## src/design/udf_pkg.sv

```systemverilog
`default_nettype none

package udf_pkg;

    localparam logic [7:0] SYNC_BYTE  = 8'h05;
    localparam logic [7:0] NODE_ADDR  = 8'h00;
    localparam logic [7:0] WRITE_FLAG = 8'h80;
    localparam logic [7:0] CRC_POLY   = 8'h07;

    // command codes
    localparam logic [1:0] CMD_READ_REQ  = 2'd0;
    localparam logic [1:0] CMD_WRITE_REQ = 2'd1;
    localparam logic [1:0] CMD_RX_BYTE   = 2'd2;

    // result kinds
    localparam logic [1:0] KIND_TX         = 2'd0;
    localparam logic [1:0] KIND_READ_DONE  = 2'd1;
    localparam logic [1:0] KIND_WRITE_DONE = 2'd2;

    // datagram and receive lengths
    localparam logic [2:0] READ_TX_LAST  = 3'd3;
    localparam logic [2:0] WRITE_TX_LAST = 3'd7;
    localparam logic [3:0] READ_RX_LAST  = 4'd11;
    localparam logic [3:0] WRITE_RX_LAST = 4'd7;
    localparam logic [3:0] REPLY_CRC_LO  = 4'd4;
    localparam logic [3:0] REPLY_CRC_HI  = 4'd10;
    localparam logic [3:0] REPLY_DATA_LO = 4'd7;

    // pending operation codes
    localparam logic [1:0] PEND_NONE  = 2'd0;
    localparam logic [1:0] PEND_READ  = 2'd1;
    localparam logic [1:0] PEND_WRITE = 2'd2;

    localparam int QUEUE_DEPTH = 2;

    typedef struct packed {
        logic [1:0]  command;
        logic [6:0]  reg_addr;
        logic [31:0] write_data;
        logic [7:0]  rx_byte;
    } in_item_t;

    typedef struct packed {
        logic [1:0]  kind;
        logic [7:0]  tx_byte;
        logic        tx_last;
        logic [31:0] read_data;
        logic        ok;
    } out_item_t;

    typedef enum logic [1:0] {
        JOB_REQ_READ,
        JOB_REQ_WRITE,
        JOB_RES_READ,
        JOB_RES_WRITE
    } job_kind_t;

    // data carries write value for requests, reply value for read results
    typedef struct packed {
        job_kind_t   kind;
        logic [6:0]  reg_addr;
        logic [31:0] data;
        logic        ok;
    } job_t;

    // CRC8, poly 0x07, data fed LSB first
    function automatic logic [7:0] crc8_feed(input logic [7:0] crc, input logic [7:0] b);
        logic [7:0] c;
        c = crc;
        for (int i = 0; i < 8; i++) begin
            if (c[7] ^ b[i]) begin
                c = {c[6:0], 1'b0} ^ CRC_POLY;
            end else begin
                c = {c[6:0], 1'b0};
            end
        end
        return c;
    endfunction

endpackage

`default_nettype wire

```

## src/design/udf_front.sv

```systemverilog
`default_nettype none

module udf_front (
    input  wire logic              clk,
    input  wire logic              rst_n,
    input  wire logic              in_valid,
    output logic                   in_ready,
    input  wire udf_pkg::in_item_t in_item,
    input  wire logic              q_full,
    output logic                   q_push,
    output udf_pkg::job_t          q_job
);
    import udf_pkg::*;

    logic [1:0]  pending_op_reg, pending_op_next;
    logic [3:0]  rx_count_reg, rx_count_next;
    logic [7:0]  rx_crc_reg, rx_crc_next;
    logic        sync_good_reg, sync_good_next;
    logic [31:0] data_shift_reg, data_shift_next;
    logic        accept;
    logic        sync_now;

    assign in_ready = !q_full;
    assign accept   = in_valid && in_ready;
    assign sync_now = (rx_count_reg == 4'd0) ? (in_item.rx_byte == SYNC_BYTE) : sync_good_reg;

    always_comb
    begin
        pending_op_next = pending_op_reg;
        rx_count_next   = rx_count_reg;
        rx_crc_next     = rx_crc_reg;
        sync_good_next  = sync_good_reg;
        data_shift_next = data_shift_reg;
        q_push          = 1'b0;
        q_job.kind      = JOB_REQ_READ;
        q_job.reg_addr  = in_item.reg_addr;
        q_job.data      = in_item.write_data;
        q_job.ok        = 1'b0;
        if (accept) begin
            if (in_item.command == CMD_READ_REQ || in_item.command == CMD_WRITE_REQ) begin
                // new request drops anything pending
                q_push          = 1'b1;
                q_job.kind      = (in_item.command == CMD_READ_REQ) ? JOB_REQ_READ
                                                                    : JOB_REQ_WRITE;
                pending_op_next = (in_item.command == CMD_READ_REQ) ? PEND_READ : PEND_WRITE;
                rx_count_next   = 4'd0;
                rx_crc_next     = 8'h00;
                sync_good_next  = 1'b0;
                data_shift_next = 32'h0;
            end else if (in_item.command == CMD_RX_BYTE && pending_op_reg != PEND_NONE) begin
                sync_good_next = sync_now;
                rx_count_next  = rx_count_reg + 4'd1;
                if (pending_op_reg == PEND_READ) begin
                    if (rx_count_reg >= REPLY_CRC_LO && rx_count_reg <= REPLY_CRC_HI) begin
                        rx_crc_next = crc8_feed(rx_crc_reg, in_item.rx_byte);
                    end
                    if (rx_count_reg >= REPLY_DATA_LO && rx_count_reg <= REPLY_CRC_HI) begin
                        data_shift_next = {data_shift_reg[23:0], in_item.rx_byte};
                    end
                    if (rx_count_reg == READ_RX_LAST) begin
                        q_push          = 1'b1;
                        q_job.kind      = JOB_RES_READ;
                        q_job.data      = data_shift_reg;
                        q_job.ok        = sync_now && (rx_crc_reg == in_item.rx_byte);
                        pending_op_next = PEND_NONE;
                        rx_count_next   = 4'd0;
                    end
                end else if (rx_count_reg == WRITE_RX_LAST) begin
                    q_push          = 1'b1;
                    q_job.kind      = JOB_RES_WRITE;
                    q_job.ok        = sync_now;
                    pending_op_next = PEND_NONE;
                    rx_count_next   = 4'd0;
                end
            end
        end
    end

    always_ff @(posedge clk or negedge rst_n)
    begin
        if (!rst_n) begin
            pending_op_reg <= PEND_NONE;
            rx_count_reg   <= 4'd0;
            rx_crc_reg     <= 8'h00;
            sync_good_reg  <= 1'b0;
            data_shift_reg <= 32'h0;
        end else begin
            pending_op_reg <= pending_op_next;
            rx_count_reg   <= rx_count_next;
            rx_crc_reg     <= rx_crc_next;
            sync_good_reg  <= sync_good_next;
            data_shift_reg <= data_shift_next;
        end
    end

endmodule

`default_nettype wire

```

## src/design/udf_queue.sv

```systemverilog
`default_nettype none

module udf_queue #(
    parameter int Depth = udf_pkg::QUEUE_DEPTH
) (
    input  wire logic          clk,
    input  wire logic          rst_n,
    input  wire logic          push,
    input  wire udf_pkg::job_t push_job,
    input  wire logic          pop,
    output logic               full,
    output logic               empty,
    output udf_pkg::job_t      head
);
    import udf_pkg::*;

    localparam int PtrW = (Depth > 1) ? $clog2(Depth) : 1;
    localparam int CntW = $clog2(Depth + 1);

    job_t            mem_reg [Depth];
    logic [PtrW-1:0] wr_ptr_reg, wr_ptr_next;
    logic [PtrW-1:0] rd_ptr_reg, rd_ptr_next;
    logic [CntW-1:0] count_reg, count_next;
    logic            do_push, do_pop;

    assign full    = (count_reg == CntW'(Depth));
    assign empty   = (count_reg == '0);
    assign do_push = push && !full;
    assign do_pop  = pop && !empty;
    assign head    = mem_reg[rd_ptr_reg];

    always_comb
    begin
        wr_ptr_next = wr_ptr_reg;
        rd_ptr_next = rd_ptr_reg;
        count_next  = count_reg;
        if (do_push) begin
            wr_ptr_next = (wr_ptr_reg == PtrW'(Depth - 1)) ? '0 : wr_ptr_reg + PtrW'(1);
        end
        if (do_pop) begin
            rd_ptr_next = (rd_ptr_reg == PtrW'(Depth - 1)) ? '0 : rd_ptr_reg + PtrW'(1);
        end
        if (do_push && !do_pop) begin
            count_next = count_reg + CntW'(1);
        end else if (do_pop && !do_push) begin
            count_next = count_reg - CntW'(1);
        end
    end

    always_ff @(posedge clk)
    begin
        if (do_push) begin
            mem_reg[wr_ptr_reg] <= push_job;
        end
    end

    always_ff @(posedge clk or negedge rst_n)
    begin
        if (!rst_n) begin
            wr_ptr_reg <= '0;
            rd_ptr_reg <= '0;
            count_reg  <= '0;
        end else begin
            wr_ptr_reg <= wr_ptr_next;
            rd_ptr_reg <= rd_ptr_next;
            count_reg  <= count_next;
        end
    end

endmodule

`default_nettype wire

```

## src/design/udf_back.sv

```systemverilog
`default_nettype none

module udf_back (
    input  wire logic          clk,
    input  wire logic          rst_n,
    input  wire logic          q_empty,
    input  wire udf_pkg::job_t q_head,
    output logic               q_pop,
    output logic               out_valid,
    input  wire logic          out_ready,
    output udf_pkg::out_item_t out_item
);
    import udf_pkg::*;

    logic [2:0] idx_reg, idx_next;
    logic [7:0] crc_reg, crc_next;
    logic       out_valid_reg, out_valid_next;
    out_item_t  out_reg, out_next;
    logic       load;
    logic       is_req;
    logic       is_last;
    logic [2:0] last_idx;
    logic [7:0] byte_now;

    assign load     = !q_empty && (!out_valid_reg || out_ready);
    assign is_req   = (q_head.kind == JOB_REQ_READ) || (q_head.kind == JOB_REQ_WRITE);
    assign last_idx = (q_head.kind == JOB_REQ_READ) ? READ_TX_LAST : WRITE_TX_LAST;
    assign is_last  = !is_req || (idx_reg == last_idx);

    always_comb
    begin
        case (idx_reg)
            3'd0:    byte_now = SYNC_BYTE;
            3'd1:    byte_now = NODE_ADDR;
            3'd2:    byte_now = {(q_head.kind == JOB_REQ_WRITE), q_head.reg_addr};
            3'd3:    byte_now = q_head.data[31:24];
            3'd4:    byte_now = q_head.data[23:16];
            3'd5:    byte_now = q_head.data[15:8];
            3'd6:    byte_now = q_head.data[7:0];
            default: byte_now = 8'h00;
        endcase
        if (is_last) begin
            byte_now = crc_reg;
        end
    end

    always_comb
    begin
        idx_next       = idx_reg;
        crc_next       = crc_reg;
        out_valid_next = out_valid_reg;
        out_next       = out_reg;
        q_pop          = 1'b0;
        if (load) begin
            out_valid_next = 1'b1;
            out_next       = '0;
            unique case (q_head.kind)
                JOB_REQ_READ, JOB_REQ_WRITE:
                begin
                    out_next.kind    = KIND_TX;
                    out_next.tx_byte = byte_now;
                    out_next.tx_last = is_last;
                end
                JOB_RES_READ:
                begin
                    out_next.kind      = KIND_READ_DONE;
                    out_next.read_data = q_head.data;
                    out_next.ok        = q_head.ok;
                end
                JOB_RES_WRITE:
                begin
                    out_next.kind = KIND_WRITE_DONE;
                    out_next.ok   = q_head.ok;
                end
            endcase
            if (is_last) begin
                q_pop    = 1'b1;
                idx_next = 3'd0;
                crc_next = 8'h00;
            end else begin
                idx_next = idx_reg + 3'd1;
                crc_next = crc8_feed(crc_reg, byte_now);
            end
        end else if (out_ready) begin
            out_valid_next = 1'b0;
        end
    end

    always_ff @(posedge clk or negedge rst_n)
    begin
        if (!rst_n) begin
            idx_reg       <= 3'd0;
            crc_reg       <= 8'h00;
            out_valid_reg <= 1'b0;
        end else begin
            idx_reg       <= idx_next;
            crc_reg       <= crc_next;
            out_valid_reg <= out_valid_next;
        end
    end

    always_ff @(posedge clk)
    begin
        out_reg <= out_next;
    end

    assign out_valid = out_valid_reg;
    assign out_item  = out_reg;

endmodule

`default_nettype wire

```

## src/design/uart_register_datagram_framer_unit.sv

```systemverilog
// Host-side framer for a single-wire UART register link. Each input item is
// a read request, a write request or one byte received from the wire. A read
// request yields four transmit items (sync 0x05, node 0, register, CRC8) and a
// write request eight (sync, node, register|0x80, data MSB first, CRC8); the
// CRC8 uses polynomial 0x07, init 0, bits fed LSB first. After a read, twelve
// received bytes (echo plus reply) give one read-done item with the register
// value and ok set when the sync byte and reply CRC were good; after a write,
// eight echo bytes give one write-done item. Bytes with nothing pending and
// command 3 give nothing; a new request abandons any pending exchange. The
// front end takes one item per cycle while the job queue has room, so input
// is accepted even while the output is stalled. The back end emits one result
// per cycle while out_ready does not hold it, one datagram byte per result for
// a request; a job leaves the queue when its last result is loaded. An accepted
// item is registered in the job queue and then in the output register.
`default_nettype none

module uart_register_datagram_framer_unit #(
    parameter int QueueDepth = udf_pkg::QUEUE_DEPTH
) (
    input  wire logic               clk,
    input  wire logic               rst_n,
    input  wire logic               in_valid,
    output logic                    in_ready,
    input  wire udf_pkg::in_item_t  in_item,
    output logic                    out_valid,
    input  wire logic               out_ready,
    output udf_pkg::out_item_t      out_item
);
    import udf_pkg::*;

    logic q_full;
    logic q_empty;
    logic q_push;
    logic q_pop;
    job_t q_job;
    job_t q_head;

    // front: classifies items, tracks the receive exchange
    udf_front u_front (
        .clk      (clk),
        .rst_n    (rst_n),
        .in_valid (in_valid),
        .in_ready (in_ready),
        .in_item  (in_item),
        .q_full   (q_full),
        .q_push   (q_push),
        .q_job    (q_job)
    );

    udf_queue #(
        .Depth (QueueDepth)
    ) u_queue (
        .clk      (clk),
        .rst_n    (rst_n),
        .push     (q_push),
        .push_job (q_job),
        .pop      (q_pop),
        .full     (q_full),
        .empty    (q_empty),
        .head     (q_head)
    );

    // back: expands jobs into datagram bytes or completion items
    udf_back u_back (
        .clk       (clk),
        .rst_n     (rst_n),
        .q_empty   (q_empty),
        .q_head    (q_head),
        .q_pop     (q_pop),
        .out_valid (out_valid),
        .out_ready (out_ready),
        .out_item  (out_item)
    );

    a_no_push_full: assert property (@(posedge clk) disable iff (!rst_n)
        !(q_push && q_full))
        else $error("job pushed into full queue");

    a_no_pop_empty: assert property (@(posedge clk) disable iff (!rst_n)
        !(q_pop && q_empty))
        else $error("job popped from empty queue");

    a_tx_clean: assert property (@(posedge clk) disable iff (!rst_n)
        (out_valid && out_item.kind == KIND_TX) |-> (!out_item.ok && out_item.read_data == '0))
        else $error("transmit item carries completion fields");

    a_done_clean: assert property (@(posedge clk) disable iff (!rst_n)
        (out_valid && out_item.kind != KIND_TX) |-> (out_item.tx_byte == '0 && !out_item.tx_last))
        else $error("completion item carries transmit fields");

endmodule

`default_nettype wire
```

## config.mk

```make
export PLATFORM = sky130hd
export DESIGN_NAME = uart_register_datagram_framer_unit
export DESIGN_NICKNAME = d
export VERILOG_FILES = /design/src/design/udf_pkg.sv /design/src/design/udf_front.sv /design/src/design/udf_queue.sv /design/src/design/udf_back.sv /design/src/design/uart_register_datagram_framer_unit.sv
export SDC_FILE = /design/constraint.sdc
export NUM_CORES = 1
export LEC_CHECK = 0
export BUFFER_PORTS_ARGS = -buffer_cell sky130_fd_sc_hd__buf_4
export CAP_MARGIN = 10
export CORE_MARGIN = 3
export CORE_UTILIZATION = 25
export DETAILED_ROUTE_END_ITERATION = 10
export PLACE_DENSITY = 0.41
export SLEW_MARGIN = 30
export SYNTH_ARGS = -nofsm -noshare
export SYNTH_HDL_FRONTEND = slang
export SYNTH_SLANG_ARGS = --single-unit
```

## constraint.sdc

```tcl
create_clock -name clk -period 8 [get_ports clk]
set_input_delay 0.4 -clock clk [delete_from_list [all_inputs] [get_ports clk]]
set_output_delay 0.4 -clock clk [all_outputs]
set_load 0.02 [all_outputs]
```

After elaboration in Yosys (flattened, before gate mapping)
Memory sizes are Yosys's and may differ from the RTL's.
Index checks and enable logic that the tools add are counted.

storage, ports and cells
  flip-flop bits (word level) = 107
  memories = 1
  logic and storage cells = 238
  memory bits (writable) = 84
  output and inout bits = 46

cells by class
  equality and inequality tests = 18
  add/subtract/negate cells = 6
  reductions and logical operators = 39
  magnitude comparators = 3
  bitwise operators = 32
  mux-type cells = 123

memories
  name             words  bits a word  read ports  clocked after Yosys merged registers in  wr ports  RTL line         text
  u_queue.mem_reg  2      42           1           0                                        1         udf_queue.sv:20  job_t mem_reg [Depth];

operators by type and width
  operator                                                               number
  8-bit two-way mux                                                      55
  32-bit two-way mux                                                     5
  33-bit two-way mux                                                     4
  3-bit two-way mux                                                      18
  3-bit NOT                                                              16
  8-bit case mux with 6 select lines                                     1
  2-bit two-way mux                                                      14
  1-bit two-way mux                                                      20
  4-bit two-way mux                                                      5
  1-bit bitwise XOR                                                      16
  2-bit nonzero test                                                     7
  4-bit AND reduction                                                    3
  1-bit logical AND                                                      10
  3-bit == test, second input constant                                   3
  2-bit == test, second input constant                                   4
  8-bit by 3-bit == test with 1-bit output, second input constant        1
  8-bit == test                                                          1
  4-bit by 3-bit >= comparator with 1-bit output, second input constant  2
  2-bit by 1-bit == test with 1-bit output, second input constant        3
  3-bit by 2-bit == test with 1-bit output, second input constant        2
  1-bit zero test                                                        6
  2-bit zero test                                                        3
  2-bit case mux with 3 select lines                                     1
  4-bit by 1-bit adder with 4-bit output, second input constant          1
  15 further kinds                                                       20

Longest topological paths before layout
  depth in word-level cells = 55
  gate-level depth with buffers = 13
  depth with buffers taken out = 11

By module
From an unflattened synthesis, not the netlist that was laid out.

unflattened totals
  cell total of the unflattened synthesis = 710
  area, all modules = 9501.6 um^2

modules (own cells, without submodules)
  module     cells an instance  area each (um^2)  times used
  udf_queue  150                3429.5            1
  udf_front  335                3273.1            1
  udf_back   225                2798.9            1

Worst setup path before layout
No wires, ideal clock.

  path kind = register to register
  start point = register u_queue.count_reg[0]
  end point = memory u_queue.mem_reg[0][0] in the netlist's numbering (enable)
  required time = 7559 ps
  clock period less this slack = 3886 ps
  arrival time = 3444 ps
  path slack = 4114 ps
  setup time = 441 ps
  stages on the path, launching flop included = 8
  cells stage by stage = dfrtp_1 nand2b_1 nand2_1 or4b_1 clkbuf_1 nand2_1 nand2_1 nor2_1

between the ends
  longest elaborated chain between the ends = 7

RTL lines
  what                                         RTL line                                  text
  start: declaration                           udf_queue.sv:23                           logic [CntW-1:0] count_reg, count_next;
  start signal: assignment                     udf_queue.sv:66                           count_reg <= count_next;
  2-bit == test (*)                            udf_queue.sv:26                           assign full = (count_reg == CntW'(Depth));
  1-bit zero test (*)                          udf_front.sv:23                           assign in_ready = !q_full;
  named net in_ready                           uart_register_datagram_framer_unit.sv:23  output logic in_ready,
  1-bit logical AND                            udf_front.sv:24                           assign accept = in_valid && in_ready;
  1-bit two-way mux                            udf_front.sv:39                           if (accept) begin
  1-bit logical AND (*)                        udf_queue.sv:28                           assign do_push = push && !full;
  1-bit two-way mux (*)                        udf_queue.sv:52                           if (do_push) begin
  1-bit two-way mux (not written as such) (*)  udf_queue.sv:53                           mem_reg[wr_ptr_reg] <= push_job;
  end: declaration                             udf_queue.sv:20

The timed path passes the listed nets; every way through them passes the cells marked *.

Worst setup path in the final report
  start point = register u_queue.rd_ptr_reg
  end point = register u_back.crc_reg[6]

between the ends
  longest elaborated chain between the ends = 25
  elaborated cells between the ends (all ways) = 31

RTL lines
  what                                                                                RTL line                        text
  start: declaration                                                                  udf_queue.sv:22                 logic [PtrW-1:0] rd_ptr_reg, rd_ptr_next;
  start signal: assignment                                                            udf_queue.sv:65                 rd_ptr_reg <= rd_ptr_next;
  memory 2 x 42 bit (*)                                                               --
  2-bit zero test / 2-bit by 1-bit == test with 1-bit output (equally long branches)  udf_back.sv:26, udf_back.sv:27
  3-bit two-way mux / 1-bit logical OR (equally long branches)                        udf_back.sv:27, udf_back.sv:26
  3-bit == test / 1-bit zero test (equally long branches)                             udf_back.sv:28                  assign is_last = !is_req || (idx_reg == last_idx);
  1-bit logical OR                                                                    udf_back.sv:28
  8-bit two-way mux                                                                   udf_back.sv:42                  if (is_last) begin
  1-bit bitwise XOR                                                                   udf_pkg.sv:71                   if (c[7] ^ b[i]) begin
  3-bit two-way mux                                                                   udf_pkg.sv:71
  (+9 left out)                                                                       --
  8-bit two-way mux                                                                   udf_back.sv:54                  if (load) begin
  8-bit two-way mux                                                                   udf_back.sv:76                  if (is_last) begin
  8-bit two-way mux                                                                   udf_back.sv:54
  8-bit two-way mux                                                                   udf_back.sv:76
  8-bit two-way mux                                                                   udf_back.sv:54
  8-bit two-way mux                                                                   udf_back.sv:76
  8-bit two-way mux                                                                   udf_back.sv:54
  8-bit two-way mux (*)                                                               udf_back.sv:76
  end signal: assignment                                                              udf_back.sv:97                  crc_reg <= crc_next;
  end: declaration                                                                    udf_back.sv:16                  logic [7:0] crc_reg, crc_next;

Mark *: on every way between the ends. The rest lies on a longest branch, timed or not. The select of a mux whose other input is x is not followed.
A chain may end at the register's enable or synchronous reset.

==> implementation parameters <==
Parameter                              Value

Clock tree
  Clock transition at path regs ... around 0.080 ns
  Hold buffers post-CTS ... 0
  TritonCTS clock tree ... yes
  Insertion delay to the later sink of the worst-skew pair ... 0.43 ns
  PostCTS Resize Cnt ... 0
  Clock root buffer ... sky130_fd_sc_hd__clkbuf_16
  Max Root-Sink Buffers ... 2
  Maximum level of the CTS H-tree ... 4
  Num CTS Buffers ... 17
  Post-CTS Setup Bufs ... 0
  Clock sink count ... 191

STA
  Transition at the pin with the smallest max-transition slack ... 0.731 ns
  Unrepaired setup endpoints after global routing ... false
  Count of endpoints failing setup in the final report ... 0
  Final clock period utilization by the worst path ... 40.6%
  Minimum clock period after layout ... around 3.2 ns
  Maximum clock rate ... 308 MHz
  Max-slew violation count ... 0
  Worst max-slew margin expressed relative to the limit ... 51.2%
  Worst hold slack after final layout ... -0.0136 ns
  Final hold vios ... 4
  Setup total negative slack ... 0 ns
  Clock tree skew after final layout ... about 0.014 ns

Setup path
  Worst setup slack for register-to-register paths ... 4.75 ns
  Setup crit start ... u_queue.rd_ptr_reg$_DFFE_PN0P_
  Critical Path AT ... ~3.6 ns
  Worst-path maximum fanout ... 40
  Type of element launching the critical path ... register
  RR Startpoint ... u_queue.rd_ptr_reg$_DFFE_PN0P_
  RR Endpoint ... u_back.crc_reg[6]$_DFFE_PN0P_
  Type of the setup path with the least slack ... reg -> reg
  Worst EP required ... 8.36 ns
  Kind of end point of the critical path ... register
  Worst-case reg-to-reg path depth ... 10

Floorplan
  Die height ... 192 um
  X dimension of the die ... 192 um
  Die outline area ... 37,000 um^2
  Initial Util ... 25.6%
  Total core area ... 33,900 um^2
  Top Ports ... 99
  Row cnt ... between 60 and 70

Placement
  Port Buffer Count ... 98
  HPWL after detailed placement ... 15,800 um
  Gpl congestion ... 0.788

Worst hold path
  Worst min path class ... in -> async

Drt
  Routed WL ... 22,100 um
  Avg Vias per Cell ... ~4.3
  Number of design-rule violations left by the first detailed-router iteration ... around 410
  Remaining antenna violation count after routing ... 0
  Mean routed wirelength per cell ... 17.8 um
  Vias ... roughly 5,400
  Number of DRC violations after detailed routing ... 0
  Pre-Repair DR Iteration Count ... 4

Power
  Power per cell area ... 370 nW/um^2
  Proportion of power drawn by combinational gates ... 38.7%
  Switching share of power ... a little under two fifths
  Static Leakage ... 4.11 nW
  Psw ... between 1 and 1.5 mW
  Maximum resistive drop on vdd ... about 0.00015 V
  Internal power ... ~2.4 mW
  Clock Power Share ... 21.4%
  Register share of total power ... 39.9%

Final layout
  Max reg flops ... 84
  Area growth from synthesis to final layout ... 20.9%
  Total Nets Final ... 842
  Ratio of cells with drive above 1 in the final layout ... 24.6%
  Core occupancy in the finished layout ... 31.0%
  Ant. Diodes ... 0

Yosys
  Synthesized area per cell ... roughly 13 um^2
  Count of distinct cell types in the synthesized netlist ... roughly 50
  Share of synthesized area occupied by flip-flops and latches ... 62.5%
  Leading register cell type out of synthesis ... sky130_fd_sc_hd__edfxtp_1
  Mapped Area ... just under 9000 um^2
  Count of state elements after synthesis ... ~190
  Number of synthesis warnings ... 0
  Number of flops mapped to enable cells by yosys ... 128
  Number of cells produced by synthesis ... 685
  FFs w/ async S/R, synth ... 33.0%
  Post-Synthesis Net Count ... 747

Global route
  Overflow left after global routing ... 0
  Wire length of the first global-routing pass ... roughly 34,000 um
  Initial antenna violation count ... 1
  Pin count of the biggest net entering global routing ... 65
  Vias in the first global route ... ~5,400
  GRT Util Overall ... between 10% and 20%

Flow run
  Number of maximum-capacitance constraint violations ... 0

Run status
  Violated checks ... hold timing
  Run status ... finished, violations left
[metal layers]
metal | vias up | wire, um | share of wire, % | global-route usage (%)
met5 | - | 20 | 0.090 | 0
li1 | 2625 | - | - | -
met1 | 2618 | 11000 | 50 | 18.1
met3 | 16 | 965 | 4.4 | 3.02
met2 | 100 | 9880 | 45 | 18.3
met4 | 2 | 236 | 1.1 | 2.75
[worst max-delay path by stage]
stage                     slack (ns)                         endpoint  cells past startpoint
after global routing            4.53    u_back.crc_reg[6]$_DFFE_PN0P_                     10
final                           4.75    u_back.crc_reg[6]$_DFFE_PN0P_                     10
after CTS                       4.70    u_back.crc_reg[6]$_DFFE_PN0P_                     10
after detailed placement        4.72    u_back.crc_reg[6]$_DFFE_PN0P_                     10
after floorplan                 4.11  u_queue.mem_reg[0][0]$_DFFE_PP_                      7
after global placement          4.73    u_back.crc_reg[6]$_DFFE_PN0P_                     10
[synth_stat cells, types with 2 or more instances]
master	instances	area share [%]
sky130_fd_sc_hd__nor4_1	3	0.22
sky130_fd_sc_hd__or3_1	5	0.36
sky130_fd_sc_hd__mux2_2	35	4.5
sky130_fd_sc_hd__nand2_1	103	4.5
sky130_fd_sc_hd__a22oi_1	4	0.35
sky130_fd_sc_hd__ha_1	9	1.3
sky130_fd_sc_hd__a22o_1	5	0.50
sky130_fd_sc_hd__a21o_1	5	0.43
sky130_fd_sc_hd__nor2_1	54	2.3
sky130_fd_sc_hd__buf_6	3	0.39
sky130_fd_sc_hd__xnor2_2	5	0.94
sky130_fd_sc_hd__a21oi_1	6	0.35
sky130_fd_sc_hd__a211o_1	6	0.61
sky130_fd_sc_hd__edfxtp_1	128	44
sky130_fd_sc_hd__or4b_1	2	0.23
sky130_fd_sc_hd__clkbuf_1	22	0.95
sky130_fd_sc_hd__xor2_2	2	0.38
sky130_fd_sc_hd__and2_1	8	0.58
sky130_fd_sc_hd__dfrtp_1	63	18
sky130_fd_sc_hd__o22ai_1	15	1.1
sky130_fd_sc_hd__nand2b_1	7	0.50
sky130_fd_sc_hd__mux2i_1	39	4.5
sky130_fd_sc_hd__and3_1	3	0.22
sky130_fd_sc_hd__o31ai_1	2	0.17
sky130_fd_sc_hd__o21ai_1	5	0.29
sky130_fd_sc_hd__nor3_1	5	0.29
sky130_fd_sc_hd__xnor2_1	28	2.8
sky130_fd_sc_hd__a22o_4	3	0.61
sky130_fd_sc_hd__nand4_1	2	0.14
sky130_fd_sc_hd__nand3_1	4	0.23
sky130_fd_sc_hd__xor2_1	20	2.0
sky130_fd_sc_hd__buf_2	3	0.17
sky130_fd_sc_hd__o21ai_0	49	2.8
sky130_fd_sc_hd__inv_1	17	0.74
[metrics by stage]
stage | cell area, um^2 | setup slack [ns] | total power, mW | std cells | hold WS (ns)
2_1_floorplan | 8670 | 4.11 | 2.62 | 685 | 0.104
3_3_place_gp | 9910 | 4.73 | 3.11 | 1209 | 0.462
3_5_place_dp | 9920 | 4.72 | 3.11 | 1209 | 0.465
4_1_cts | 10500 | 4.70 | 3.96 | 1241 | 0.121
5_1_grt | 10500 | 4.53 | 4.16 | 1241 | 0.0172
6_report | 10500 | 4.75 | 3.89 | 1241 | -0.0136
[power groups by stage]
| stage | Clock, mW | Sequential (mW) | Combinational, mW |
|---|---|---|---|
| after floorplan | 0 | 1.64 | 0.983 |
| after global placement | 0 | 1.57 | 1.53 |
| after detailed placement | 0 | 1.58 | 1.53 |
| after CTS | 0.866 | 1.56 | 1.54 |
| after global routing | 0.908 | 1.59 | 1.66 |
| final | 0.832 | 1.55 | 1.51 |
[area by class of cell]
cell class | count | area (um^2)
Fill cell | 3510 | 23400
Sequential cell | 191 | 5420
Multi-Input combinational cell | 448 | 3080
Timing Repair Buffer | 105 | 792
Tap cell | 448 | 561
Clock buffer | 17 | 425
Clock inverter | 15 | 144
Inverter | 17 | 63.8
[kinds of logic (layout without fill, tap and decap cells)]
logic type	count (synthesis)	count (layout)	synth area share, %
flip-flops	191	191	62.5
XOR/XNOR	55	55	6.16
adder cells (fa/ha/maj)	9	9	1.30
AND/OR/NAND/NOR	200	200	10.0
buffers and inverters	46	154	2.34
AO/OA/AOI/OAI	107	107	7.98
multiplexers	77	77	9.72
[critical path, stage by stage (launching register included)]
cell,delay [ns]
sky130_fd_sc_hd__dfrtp_2,0.46
sky130_fd_sc_hd__buf_4,0.58
sky130_fd_sc_hd__mux2i_1,0.34
sky130_fd_sc_hd__o22ai_1,0.13
sky130_fd_sc_hd__or3_1,0.41
sky130_fd_sc_hd__a22o_4,0.25
sky130_fd_sc_hd__xor2_2,0.16
sky130_fd_sc_hd__xnor2_1,0.26
sky130_fd_sc_hd__xor2_1,0.12
sky130_fd_sc_hd__or3_1,0.35
sky130_fd_sc_hd__o21ai_1,0.07
[cell usage in the layout, fill, tap and decap left out, types with 7 or more instances in the layout]
| cell type | instances |
|---|---|
| sky130_fd_sc_hd__and2_1 | 8 |
| sky130_fd_sc_hd__buf_4 | 104 |
| sky130_fd_sc_hd__clkbuf_16 | 17 |
| sky130_fd_sc_hd__dfrtp_1 | 62 |
| sky130_fd_sc_hd__edfxtp_1 | 128 |
| sky130_fd_sc_hd__ha_1 | 9 |
| sky130_fd_sc_hd__inv_1 | 16 |
| sky130_fd_sc_hd__mux2_2 | 35 |
| sky130_fd_sc_hd__mux2i_1 | 39 |
| sky130_fd_sc_hd__nand2_1 | 102 |
| sky130_fd_sc_hd__nand2b_1 | 7 |
| sky130_fd_sc_hd__nor2_1 | 52 |
| sky130_fd_sc_hd__o21ai_0 | 49 |
| sky130_fd_sc_hd__o22ai_1 | 15 |
| sky130_fd_sc_hd__xnor2_1 | 28 |
| sky130_fd_sc_hd__xor2_1 | 20 |
(Power assumes the default switching activity.)
